$ cat config.mk
export PLATFORM = sky130hd
export DESIGN_NAME = obstacle_guarded_drive_control_unit
export DESIGN_NICKNAME = d
export VERILOG_FILES = /design/src/rtl/core/ogdc_pkg.sv /design/src/rtl/core/ogdc_ctrl.sv /design/src/rtl/core/ogdc_dp.sv /design/src/rtl/core/obstacle_guarded_drive_control_unit.sv
export SDC_FILE = /design/constraint.sdc
export NUM_CORES = 2
export LEC_CHECK = 0
export CORE_MARGIN = 2
export CORE_UTILIZATION = 30
export CTS_CLUSTER_DIAMETER = 80
export DETAILED_ROUTE_END_ITERATION = 10
export DONT_BUFFER_PORTS = 1
export GPL_TIMING_DRIVEN = 0
export MAX_ROUTING_LAYER = met4
export PLACE_DENSITY = 0.43
export SLEW_MARGIN = 20
export SYNTH_ARGS = -nofsm -noshare
export SYNTH_HDL_FRONTEND = slang
export SYNTH_SLANG_ARGS = --single-unit
$ cat constraint.sdc
create_clock -name clk -period 11.04 [get_ports clk]
set_input_delay 0.552 -clock clk [delete_from_list [all_inputs] [get_ports clk]]
set_output_delay 0.552 -clock clk [all_outputs]
set_load 0.01 [all_outputs]
$ cat src/rtl/core/ogdc_pkg.sv
package ogdc_pkg;

  localparam int InDataW  = 56;
  localparam int InUserW  = 2;
  localparam int OutDataW = 40;
  localparam int CfgIdxW  = 2;
  localparam int CfgDataW = 8;

  localparam logic [CfgIdxW-1:0] CfgWarn   = 2'd0;
  localparam logic [CfgIdxW-1:0] CfgDanger = 2'd1;
  localparam logic [CfgIdxW-1:0] CfgStart  = 2'd2;
  localparam logic [CfgIdxW-1:0] CfgStep   = 2'd3;

  localparam logic [7:0] AsciiF = 8'd70;
  localparam logic [7:0] AsciiB = 8'd66;
  localparam logic [7:0] AsciiL = 8'd76;
  localparam logic [7:0] AsciiR = 8'd82;
  localparam logic [7:0] AsciiS = 8'd83;
  localparam logic [7:0] AsciiU = 8'd85;
  localparam logic [7:0] AsciiD = 8'd68;

  localparam logic [1:0] LevelSafe   = 2'd0;
  localparam logic [1:0] LevelWarn   = 2'd1;
  localparam logic [1:0] LevelDanger = 2'd2;

  localparam logic [1:0] DirOff = 2'd0;
  localparam logic [1:0] DirFwd = 2'd1;
  localparam logic [1:0] DirRev = 2'd2;

  localparam logic [2:0] ModeStop  = 3'd0;
  localparam logic [2:0] ModeFwd   = 3'd1;
  localparam logic [2:0] ModeBack  = 3'd2;
  localparam logic [2:0] ModeLeft  = 3'd3;
  localparam logic [2:0] ModeRight = 3'd4;

  localparam logic [6:0] SweepLow  = 7'd60;
  localparam logic [6:0] SweepHigh = 7'd120;

  typedef struct packed {
    logic capture;
    logic conv;
    logic avg;
    logic eval;
    logic drive;
  } ctrl_cmd_t;

  typedef struct packed {
    logic radar;
    logic out_free;
  } ctrl_sts_t;

endpackage

$ cat src/rtl/core/ogdc_ctrl.sv
module ogdc_ctrl (
  input  logic                clk,
  input  logic                rst,
  input  logic                s_tvalid,
  output logic                s_tready,
  input  ogdc_pkg::ctrl_sts_t sts,
  output ogdc_pkg::ctrl_cmd_t cmd
);

  typedef enum logic [2:0] {ST_IDLE, ST_CONV, ST_AVG, ST_EVAL, ST_DRIVE} state_t;

  state_t state, state_next;

  always_comb begin
    s_tready    = (state == ST_IDLE) || ((state == ST_DRIVE) && sts.out_free);
    cmd.capture = s_tvalid && s_tready;
    cmd.conv    = (state == ST_CONV);
    cmd.avg     = (state == ST_AVG);
    cmd.eval    = (state == ST_EVAL);
    cmd.drive   = (state == ST_DRIVE) && sts.out_free;
  end

  always_comb begin
    state_next = state;
    unique case (state)
      ST_IDLE: begin
        if (cmd.capture) state_next = ST_CONV;
      end
      ST_CONV: begin
        state_next = sts.radar ? ST_AVG : ST_DRIVE;
      end
      ST_AVG: begin
        state_next = ST_EVAL;
      end
      ST_EVAL: begin
        state_next = ST_DRIVE;
      end
      ST_DRIVE: begin
        if (sts.out_free) state_next = cmd.capture ? ST_CONV : ST_IDLE;
      end
      default: begin
        state_next = ST_IDLE;
      end
    endcase
  end

  always_ff @(posedge clk) begin
    if (rst) begin
      state <= ST_IDLE;
    end else begin
      state <= state_next;
    end
  end

endmodule

$ cat src/rtl/core/ogdc_dp.sv
module ogdc_dp (
  input  logic                              clk,
  input  logic                              rst,
  input  ogdc_pkg::ctrl_cmd_t               cmd,
  output ogdc_pkg::ctrl_sts_t               sts,
  input  logic [ogdc_pkg::InDataW-1:0]      s_tdata,
  input  logic [ogdc_pkg::InUserW-1:0]      s_tuser,
  input  logic                              cfg_valid,
  input  logic [ogdc_pkg::CfgIdxW-1:0]      cfg_index,
  input  logic [ogdc_pkg::CfgDataW-1:0]     cfg_data,
  output logic                              m_tvalid,
  input  logic                              m_tready,
  output logic [ogdc_pkg::OutDataW-1:0]     m_tdata
);

  typedef enum logic [2:0] {CMD_S, CMD_F, CMD_B, CMD_L, CMD_R, CMD_U, CMD_D} cmd_t;

  localparam logic [1:0] CfgWarn   = ogdc_pkg::CfgWarn;
  localparam logic [1:0] CfgDanger = ogdc_pkg::CfgDanger;
  localparam logic [1:0] CfgStart  = ogdc_pkg::CfgStart;
  localparam logic [1:0] CfgStep   = ogdc_pkg::CfgStep;

  localparam logic [7:0] AsciiF = ogdc_pkg::AsciiF;
  localparam logic [7:0] AsciiB = ogdc_pkg::AsciiB;
  localparam logic [7:0] AsciiL = ogdc_pkg::AsciiL;
  localparam logic [7:0] AsciiR = ogdc_pkg::AsciiR;
  localparam logic [7:0] AsciiS = ogdc_pkg::AsciiS;
  localparam logic [7:0] AsciiU = ogdc_pkg::AsciiU;
  localparam logic [7:0] AsciiD = ogdc_pkg::AsciiD;

  localparam logic [1:0] LevelSafe   = ogdc_pkg::LevelSafe;
  localparam logic [1:0] LevelWarn   = ogdc_pkg::LevelWarn;
  localparam logic [1:0] LevelDanger = ogdc_pkg::LevelDanger;

  // floor(x*m >> k) reciprocals, exact over the reachable input ranges
  localparam logic [18:0] CmMul    = 19'd285213;  // us*17/1000, k=24
  localparam logic [9:0]  Div3Mul  = 10'd683;     // /3, k=11
  localparam logic [8:0]  ConfMul  = 9'd410;      // 2d/5, k=10
  localparam logic [9:0]  WarnMul  = 10'd615;     // 3b/5, k=10
  localparam logic [13:0] TurnMul  = 14'd11473;   // 7d/10, k=14

  localparam logic [8:0] RangeLimit = 9'd200;
  localparam logic [7:0] SpeedMax   = 8'd255;
  localparam logic [7:0] SpeedMin   = 8'd100;
  localparam logic [6:0] SweepStep  = 7'd5;
  localparam logic [6:0] ServoReset = 7'd90;
  localparam logic [6:0] ConfFull   = 7'd100;

  localparam logic [7:0] WarnReset   = 8'd30;
  localparam logic [7:0] DangerReset = 8'd15;
  localparam logic [7:0] StartReset  = 8'd150;
  localparam logic [7:0] StepReset   = 8'd25;

  // captured beat
  logic        in_byte_valid;
  logic [7:0]  in_rx_byte;
  logic        in_radar;
  logic [13:0] echo [3];

  logic [8:0]  cm [3];
  logic [8:0]  cm_next [3];
  logic [7:0]  avg_d;
  logic        avg_none;

  logic [7:0]  warn_cm, danger_cm, speed_step;
  logic [7:0]  base_speed, derated_speed;
  cmd_t        held_cmd, last_straight;
  logic [6:0]  sweep_angle, servo_out;
  logic        sweep_rising, safety_override;
  logic [1:0]  held_level;
  logic [6:0]  held_conf;

  logic        out_valid;
  logic [ogdc_pkg::OutDataW-1:0] out_data;

  // byte decode
  logic        byte_known;
  cmd_t        byte_cmd;

  always_comb begin
    byte_known = 1'b1;
    byte_cmd   = CMD_S;
    unique case (in_rx_byte)
      AsciiF:  byte_cmd = CMD_F;
      AsciiB:  byte_cmd = CMD_B;
      AsciiL:  byte_cmd = CMD_L;
      AsciiR:  byte_cmd = CMD_R;
      AsciiS:  byte_cmd = CMD_S;
      AsciiU:  byte_cmd = CMD_U;
      AsciiD:  byte_cmd = CMD_D;
      default: byte_known = 1'b0;
    endcase
  end

  // echo to cm, three lanes
  logic [32:0] cm_prod [3];

  always_comb begin
    for (int i = 0; i < 3; i++) begin
      cm_prod[i] = {19'd0, echo[i]} * {14'd0, CmMul};
      cm_next[i] = cm_prod[i][32:24];
    end
  end

  // average of valid readings
  logic [9:0]  sum;
  logic [1:0]  cnt;
  logic [19:0] div3_prod;
  logic [7:0]  d_next;

  always_comb begin
    sum = 10'd0;
    cnt = 2'd0;
    for (int i = 0; i < 3; i++) begin
      if ((cm[i] != 9'd0) && (cm[i] < RangeLimit)) begin
        sum = sum + {1'b0, cm[i]};
        cnt = cnt + 2'd1;
      end
    end
    div3_prod = {10'd0, sum} * {10'd0, Div3Mul};
    case (cnt)
      2'd1:    d_next = sum[7:0];
      2'd2:    d_next = sum[8:1];
      2'd3:    d_next = div3_prod[18:11];
      default: d_next = 8'd0;
    endcase
  end

  // tick evaluation
  logic [16:0] conf_prod;
  logic [17:0] warn_prod;
  logic [6:0]  conf_next;
  logic [1:0]  level_next;
  logic [7:0]  derate_next;
  logic        ovr_next;
  logic [6:0]  sw_step, angle_next;
  logic        rising_next;

  always_comb begin
    conf_prod = {9'd0, avg_d} * {8'd0, ConfMul};
    warn_prod = {10'd0, base_speed} * {8'd0, WarnMul};
    if (avg_none) begin
      conf_next   = 7'd0;
      level_next  = LevelSafe;
      derate_next = base_speed;
      ovr_next    = 1'b0;
    end else begin
      conf_next = ConfFull - conf_prod[16:10];
      if (avg_d <= danger_cm) begin
        level_next  = LevelDanger;
        derate_next = 8'd0;
        ovr_next    = 1'b1;
      end else if (avg_d <= warn_cm) begin
        level_next  = LevelWarn;
        derate_next = warn_prod[17:10];
        ovr_next    = 1'b0;
      end else begin
        level_next  = LevelSafe;
        derate_next = base_speed;
        ovr_next    = 1'b0;
      end
    end

    if (sweep_rising) sw_step = sweep_angle + SweepStep;
    else sw_step = (sweep_angle >= SweepStep) ? sweep_angle - SweepStep : 7'd0;
    rising_next = sweep_rising;
    if (sw_step >= ogdc_pkg::SweepHigh) begin
      angle_next  = ogdc_pkg::SweepHigh;
      rising_next = 1'b0;
    end else if (sw_step <= ogdc_pkg::SweepLow) begin
      angle_next  = ogdc_pkg::SweepLow;
      rising_next = 1'b1;
    end else begin
      angle_next = sw_step;
    end
  end

  // drive decision
  logic [8:0]  up_sum, down_floor;
  logic [7:0]  base_next, derated_next;
  cmd_t        run_cmd, last_next;
  logic [21:0] turn_prod;
  logic [1:0]  dir_a, dir_b;
  logic [7:0]  pwm;
  logic [2:0]  mode;

  always_comb begin
    up_sum       = {1'b0, base_speed} + {1'b0, speed_step};
    down_floor   = {1'b0, SpeedMin} + {1'b0, speed_step};
    base_next    = base_speed;
    derated_next = derated_speed;
    run_cmd      = held_cmd;
    last_next    = last_straight;
    dir_a        = ogdc_pkg::DirOff;
    dir_b        = ogdc_pkg::DirOff;
    pwm          = 8'd0;
    mode         = ogdc_pkg::ModeStop;
    if (!safety_override) begin
      if (held_cmd == CMD_U) begin
        base_next    = up_sum[8] ? SpeedMax : up_sum[7:0];
        derated_next = base_next;
        run_cmd      = last_straight;
      end else if (held_cmd == CMD_D) begin
        base_next    = ({1'b0, base_speed} < down_floor) ? SpeedMin : base_speed - speed_step;
        derated_next = base_next;
        run_cmd      = last_straight;
      end
    end
    turn_prod = {14'd0, derated_next} * {8'd0, TurnMul};
    if (!safety_override) begin
      case (run_cmd)
        CMD_F: begin
          dir_a     = ogdc_pkg::DirFwd;
          dir_b     = ogdc_pkg::DirFwd;
          pwm       = derated_next;
          mode      = ogdc_pkg::ModeFwd;
          last_next = CMD_F;
        end
        CMD_B: begin
          dir_a     = ogdc_pkg::DirRev;
          dir_b     = ogdc_pkg::DirRev;
          pwm       = base_next;
          mode      = ogdc_pkg::ModeBack;
          last_next = CMD_B;
        end
        CMD_L: begin
          dir_a = ogdc_pkg::DirRev;
          dir_b = ogdc_pkg::DirFwd;
          pwm   = turn_prod[21:14];
          mode  = ogdc_pkg::ModeLeft;
        end
        CMD_R: begin
          dir_a = ogdc_pkg::DirFwd;
          dir_b = ogdc_pkg::DirRev;
          pwm   = turn_prod[21:14];
          mode  = ogdc_pkg::ModeRight;
        end
        CMD_S: begin
          last_next = CMD_S;
        end
        default: begin
          last_next = last_straight;
        end
      endcase
    end
  end

  // payload registers
  always_ff @(posedge clk) begin
    if (cmd.capture) begin
      in_rx_byte    <= s_tdata[7:0];
      echo[0]       <= s_tdata[21:8];
      echo[1]       <= s_tdata[35:22];
      echo[2]       <= s_tdata[49:36];
      in_byte_valid <= s_tuser[0];
      in_radar      <= s_tuser[1];
    end
    if (cmd.conv) begin
      for (int i = 0; i < 3; i++) cm[i] <= cm_next[i];
    end
    if (cmd.avg) begin
      avg_d    <= d_next;
      avg_none <= (cnt == 2'd0);
    end
    if (cmd.drive) begin
      out_data <= {safety_override, held_conf, held_level, servo_out, mode,
                   pwm, pwm, dir_b, dir_a};
    end
  end

  // controller-visible and held state
  always_ff @(posedge clk) begin
    if (rst) begin
      warn_cm         <= WarnReset;
      danger_cm       <= DangerReset;
      speed_step      <= StepReset;
      base_speed      <= StartReset;
      derated_speed   <= StartReset;
      held_cmd        <= CMD_S;
      last_straight   <= CMD_S;
      sweep_angle     <= ogdc_pkg::SweepLow;
      sweep_rising    <= 1'b1;
      safety_override <= 1'b0;
      servo_out       <= ServoReset;
      held_level      <= LevelSafe;
      held_conf       <= 7'd0;
      out_valid       <= 1'b0;
    end else begin
      if (cmd.conv && in_byte_valid && byte_known) held_cmd <= byte_cmd;
      if (cmd.eval) begin
        servo_out       <= sweep_angle;
        sweep_angle     <= angle_next;
        sweep_rising    <= rising_next;
        held_conf       <= conf_next;
        held_level      <= level_next;
        derated_speed   <= derate_next;
        safety_override <= ovr_next;
      end
      if (cmd.drive) begin
        base_speed    <= base_next;
        derated_speed <= derated_next;
        held_cmd      <= run_cmd;
        last_straight <= last_next;
        out_valid     <= 1'b1;
      end else if (m_tready) begin
        out_valid <= 1'b0;
      end
      if (cfg_valid) begin
        unique case (cfg_index)
          CfgWarn:   warn_cm <= cfg_data;
          CfgDanger: danger_cm <= cfg_data;
          CfgStart: begin
            base_speed    <= cfg_data;
            derated_speed <= cfg_data;
          end
          CfgStep:   speed_step <= cfg_data;
          default:   speed_step <= speed_step;
        endcase
      end
    end
  end

  assign sts.radar    = in_radar;
  assign sts.out_free = !out_valid || m_tready;
  assign m_tvalid     = out_valid;
  assign m_tdata      = out_data;

endmodule

$ cat src/rtl/core/obstacle_guarded_drive_control_unit.sv
// channel  | signals                          | beat content
// ---------+----------------------------------+-------------------------------------
// s        | s_tvalid s_tready s_tdata s_tuser | one loop pass: byte and radar tick
// m        | m_tvalid m_tready m_tdata         | motor, servo and safety status
// cfg      | cfg_valid cfg_ready cfg_index/data| register write, always ready
//
// A pass walks capture, echo conversion, averaging, evaluation and drive in the
// controller FSM; without a radar tick it goes from conversion straight to drive.
// The next beat is taken in the drive cycle when the output register is free.
// Reset (rst, synchronous) restores the default thresholds and speeds.
// A stalled m side holds the result; one further beat may be accepted meanwhile.
module obstacle_guarded_drive_control_unit (
  input  logic                          clk,
  input  logic                          rst,
  input  logic                          s_tvalid,
  output logic                          s_tready,
  // rx_byte[7:0], echo_us_first[21:8], echo_us_second[35:22],
  // echo_us_third[49:36], zero pad[55:50]
  input  logic [ogdc_pkg::InDataW-1:0]  s_tdata,
  // byte_valid[0], radar_due[1]
  input  logic [ogdc_pkg::InUserW-1:0]  s_tuser,
  output logic                          m_tvalid,
  input  logic                          m_tready,
  // motor_a_dir[1:0], motor_b_dir[3:2], pwm_a[11:4], pwm_b[19:12],
  // drive_mode[22:20], servo_angle[29:23], safety_level[31:30],
  // confidence[38:32], override_on[39]
  output logic [ogdc_pkg::OutDataW-1:0] m_tdata,
  input  logic                          cfg_valid,
  output logic                          cfg_ready,
  input  logic [ogdc_pkg::CfgIdxW-1:0]  cfg_index,
  input  logic [ogdc_pkg::CfgDataW-1:0] cfg_data
);

  ogdc_pkg::ctrl_cmd_t cmd;
  ogdc_pkg::ctrl_sts_t sts;

  assign cfg_ready = 1'b1;

  ogdc_ctrl u_ctrl (
    .clk      (clk),
    .rst      (rst),
    .s_tvalid (s_tvalid),
    .s_tready (s_tready),
    .sts      (sts),
    .cmd      (cmd)
  );

  ogdc_dp u_dp (
    .clk       (clk),
    .rst       (rst),
    .cmd       (cmd),
    .sts       (sts),
    .s_tdata   (s_tdata),
    .s_tuser   (s_tuser),
    .cfg_valid (cfg_valid),
    .cfg_index (cfg_index),
    .cfg_data  (cfg_data),
    .m_tvalid  (m_tvalid),
    .m_tready  (m_tready),
    .m_tdata   (m_tdata)
  );

endmodule

**After elaboration in Yosys (flattened, before gate mapping)**

Memory sizes are Yosys's and may differ from the RTL's.
Cells that the tools add are included.

- Bits in registers: 134
- Latch bits: 0
- Bits in writable memories: 69
- Bits in read-only memories: 0
- Bits of input ports: 73
- Output and inout port bits: 43
- Memories: 2

Memories:

| memory | words | bits a word | read ports | clocked after Yosys merged registers in | write ports | line | RTL |
|---|---|---|---|---|---|---|---|
| u_dp.echo | 3 | 14 | 3 | 0 | 3 | ogdc_dp.sv:58 | `logic [13:0] echo [3];` |
| u_dp.cm | 3 | 9 | 3 | 0 | 3 | ogdc_dp.sv:60 | `logic [8:0] cm [3];` |

- $add $sub $neg: 10
- $mul: 7
- Div/mod/pow operators: 0
- Magnitude comparators: 9
- Equal/unequal tests: 25
- Shift-type cells: 0
- Mux-type cells: 61
- Bitwise gates (word level): 1
- Reduce and logical (&&, ||, !) cells: 33

Operators by type and width:

| kind | count |
|---|---|
| 8-bit two-way mux | 19 |
| 14-bit by 19-bit multiplier with 33-bit output, second input constant | 3 |
| 8-bit by 7-bit equality test with 1-bit output, second input constant | 7 |
| 8-bit case mux with 3 select lines | 2 |
| 7-bit two-way mux | 5 |
| 9-bit by 8-bit less-than comparator with 1-bit output, second input constant | 3 |
| 9-bit nonzero test | 3 |
| 3-bit two-way mux | 8 |
| 8-bit by 14-bit multiplier with 22-bit output, second input constant | 1 |
| 10-bit two-way mux | 2 |
| 10-bit by 10-bit multiplier with 19-bit output, second input constant | 1 |
| 8-bit by 10-bit multiplier with 18-bit output, second input constant | 1 |
| 3-bit case mux with 6 select lines | 1 |
| 8-bit less-or-equal comparator | 2 |
| 8-bit by 8-bit multiplier with 16-bit output, second input constant | 1 |
| 3-bit case mux with 5 select lines | 1 |
| 1-bit two-way mux | 14 |
| 3-bit by 2-bit equality test with 1-bit output, second input constant | 4 |
| 3-bit equality test, second input constant | 4 |
| 3-bit case mux with 4 select lines | 1 |
| 10-bit by 9-bit adder with 10-bit output | 1 |
| 9-bit by 9-bit adder with 10-bit output | 1 |
| 2-bit AND reduction | 5 |
| 2-bit OR reduction | 5 |
| 30 further kinds | 51 |

**Longest topological paths before layout**

An unclocked memory read counts as a cell.

- Depth in word-level cells: 10
- Mapped depth: 36

**Hierarchy**

From an unflattened synthesis, not the netlist that was laid out.

- Cells, all modules: 2724
- Area, all modules: 27231.1 um2

By module, submodules not included:

| module | instances | cells each | area each (um2) | seq. area each (um2) |
|---|---|---|---|---|
| ogdc_dp | 1 | 2700 | 27018.4 | 4974.8 |
| ogdc_ctrl | 1 | 22 | 201.4 | 60.1 |
| obstacle_guarded_drive_control_unit | 1 | 2 | 11.3 | 0.0 |

**Worst setup path after synthesis**

Ideal clock, no wire load.

- Path type: reg2reg
- Start point: mem u_dp.cm[0][3]
- End point: reg u_dp.avg_d[7], data pin
- Setup time: 0.286 ns
- Arrival time: 7.563 ns
- Setup slack: 3.192 ns
- Cell stages (with the launch flop): 36
- Buffers on the path: 0
- Clock period less this slack: 7.848 ns
- Path through: edfxtp_1 or3_1 a31oi_1 and2_1 ha_1 a21o_1 a21oi_1 o21bai_1 a21oi_1 xnor2_1 mux2i_1 inv_1 ha_1 or3_1 o221ai_1 xnor2_1 nand2_1 o21ai_1 inv_1 ha_1 ha_1 fa_1 fa_1 inv_1 fa_1 inv_1 ha_1 a21o_1 a21o_1 a21oi_1 o2111ai_1 nand3_1 nand3_1 a31oi_1 xnor2_1 o221ai_1

RTL lines:

| what | line | RTL |
|---|---|---|
| from (decl) | ogdc_dp.sv:60 |  |
| to (signal assigned) | ogdc_dp.sv:262 | `avg_d <= d_next;` |
| to (decl) | ogdc_dp.sv:62 | `logic [7:0] avg_d;` |

==> run summary <==
Sequential fraction of the synthesis area: 18.2%
Main combinational cell family by area after synthesis: adder cells
Initial antenna violation count: 3
FFs w/ async S/R, synth: 0%
Port bufs: 0
Final TNS setup: 0 ns
Critical Path Sink: u_dp.avg_d[7]$_SDFFCE_PN0P_
Clock sinks: 192
Boundary Pins: 116
Final clock skew: 0.0219 ns
Die width: 308 um
CP Data Required Time: 11.24 ns
Clock Path Buffers: 2
Hold_buf cts: 0
Synth cell types: 90
CTS H-tree lvls: 4
Area added between synthesis and finish: 7.84%
Total grt overflow: 0
CP startpoint: u_dp.cm[0][3]$_DFFE_PN_
Syn_nets: 3830
Die area: 94700 um^2
Via count: 19700
Synth top area share: 29.7%
Syn Area/Cell: 9.78 um^2
Clk slew on worst S/H paths: 0.08 ns
Status: finished, final reports clean
Ys flop type: edfxtp_1
Synth Area in Simple Gates: 9.30%
CTS tree: built
Crit-path slowest cell: fa_1
Minimum clock period: 9.25 ns
Crit path DAT: 9.45 ns
Worst Setup End Kind: flip-flop
Mux cell area share after synthesis: 0.560%
Die height: 308 um
Pins over their slew limit: 0
Cell taking the most area after synthesis: ha_1
Resized Gates After CTS: 0
Gpl congestion: 0.876
Root Buffer: clkbuf_16
Core area: 91500 um^2
Starting density of the core: 30.3%
Total Routed Length: 68.5 mm
Setup violators final: 0
Synth Register Bits: 192
Gr usage total: 15.5%
Max FO, Critical Path: 9
Largest register FFs: 42
Setup slack, reg-to-reg: 1.79 ns
Synth Instances: 2832
Biggest register: u_dp.echo
R2R Path End: u_dp.avg_d[7]$_SDFFCE_PN0P_
YS warnings: 0
DRT iter0 DRCs: 897
Final HPWL DP: 58.1 mm
Startpoint Class: flip-flop
Post-Syn Area: 27700 um^2
Row cnt: 111
Nets: 3853
Post-route ant nets: 0
Post-synth EDFFs: 119
TritonCTS Buffers: 17
Layout cells sized above 1: 3.35%
Final period utilization: 83.8%
Routed len/inst: 16.9 um
Via-per-instance ratio: 4.85
Reg2reg start: u_dp.cm[0][3]$_DFFE_PN_
Fmax: 108 MHz
Synth top area cells: ha_1 (30%), fa_1 (19%), edfxtp_1 (13%), inv_1 (7.4%), dfxtp_1 (5.3%)
CP Class: reg -> reg
Crit-path most repeated cell: ha_1
Most frequent cell after synthesis: ha_1
Pin count of the biggest net entering global routing: 37
HP Class: in -> reg
Commonest cells post-synth: ha_1 (657), inv_1 (546), fa_1 (268), nand2_1 (156), a21oi_1 (140)
Clock latency on the worst-skew pair: 0.51 ns
Vias in the first global route: 20900
Relative slew slack: 31.9%
Initial DRT Pass Iterations: 5
Max-cap violations: 0
Hold Vio Cnt, Final: 0
Synth Area in Compound Gates: 11.9%
Post-CTS setup repair buffer count: 0
First-pass GRT wire length: 112 mm
# DRC: 0
RSZ-0062 raised after global routing: false
Worst r2r path cells: 36
Adder-Cell Fraction of Synth Area: 49.1%
Slew @ Worst Pin: 1.01 ns
CP max stage delay: 0.55 ns
XOR/XNOR Fraction of Synth Area: 2.63%
==> stage by stage <==
| step | utilization [%] | instances | instance area [um^2] | hold slack [ns] | setup WS (ns) |
|---|---|---|---|---|---|
| floorplan | - | 2832 | 27700 | 0.408 | 3.19 |
| global placement | 31.9 | 4018 | 29200 | 0.416 | 1.78 |
| detailed placement | 32.0 | 4022 | 29300 | 0.420 | 1.80 |
| CTS | 32.6 | 4054 | 29800 | 0.0923 | 1.71 |
| global route | 32.6 | 4056 | 29900 | 0.100 | 1.13 |
| finish | 32.6 | 4058 | 29900 | 0.138 | 1.79 |
==> routing by layer <==
metal  part of all wire, %  GRT usage, %  routed length (um)
met1                    48          20.2               32700
met2                    47          25.6               32200
met3                   4.0          2.15                2750
met4                   1.3          3.13                 863
met5                     0             -                   0
==> kinds of logic after synthesis <==
kind of cell | count (synthesis)
XOR/XNOR | 83
buffers and inverters | 600
other | 2
flip-flops | 192
AND/OR/NAND/NOR | 529
adder cells (fa/ha/maj) | 926
multiplexers | 15
AO/OA/AOI/OAI | 485
==> cell usage in the layout (no fill, tap or decap), drive strengths merged, types with 14 or more instances in the layout <==
master  count
nor2      130
xnor2      53
clkbuf     49
nand3b     16
nand4      19
nand3      32
inv       552
edfxtp    119
a21oi     141
buf        26
a31oi      19
nand2b     14
nor2b      21
o21ai      80
or2        14
dfxtp      73
o21a       23
nand2     157
o221ai     15
a21o       36
and2       23
or3        16
xor2       30
o211ai     15
fa        268
a211o      16
ha        657
a22oi      19
nor3       45
==> layout make-up <==
class | instances | area (um^2)
Buffer | 54 | 262
Clock buffer | 17 | 425
Clock inverter | 15 | 168
Antenna cell | 4 | 10.0
Fill cell | 9408 | 61700
Tap cell | 1186 | 1480
Multi-Input combinational cell | 2040 | 20400
Timing Repair Buffer | 4 | 55.1
Sequential cell | 192 | 5030
Inverter | 546 | 2050
==> worst min-delay path by stage <==
| stage | to | depth (start not counted) | from | slack [ns] |
|---|---|---|---|---|
| 6_report | u_dp.echo[0][14]$_DFFE_PP_ | 0 | s_tdata[22] | 0.14 |
| 5_1_grt | u_dp.echo[0][3]$_DFFE_PP_ | 0 | s_tdata[11] | 0.10 |
| 4_1_cts | u_dp.echo[0][14]$_DFFE_PP_ | 0 | s_tdata[22] | 0.09 |
| 3_5_place_dp | u_dp.m_tdata[28]$_DFFE_PP_ | 0 | u_dp.servo_out[5]$_SDFFE_PP0P_ | 0.42 |
| 3_3_place_gp | u_dp.m_tdata[24]$_DFFE_PP_ | 0 | u_dp.servo_out[1]$_SDFFE_PP1P_ | 0.42 |
| 2_1_floorplan | u_dp.m_tdata[23]$_DFFE_PP_ | 0 | u_dp.servo_out[0]$_SDFFE_PP0P_ | 0.41 |
==> worst max-delay path: cells and delay by family, from the launching register on <==
kind            cells  cell delay [ns]
xor+xnor            3             0.48
buf+inv             4             0.40
fa+ha+maj           9             3.17
compound gates     13             2.93
mux                 1             0.21
simple gates        6             1.33
flops               1             0.40
Power is left out: the tool's default activity adds up to more than one toggle a clock period on the data nets, which glitch-free logic cannot reach.
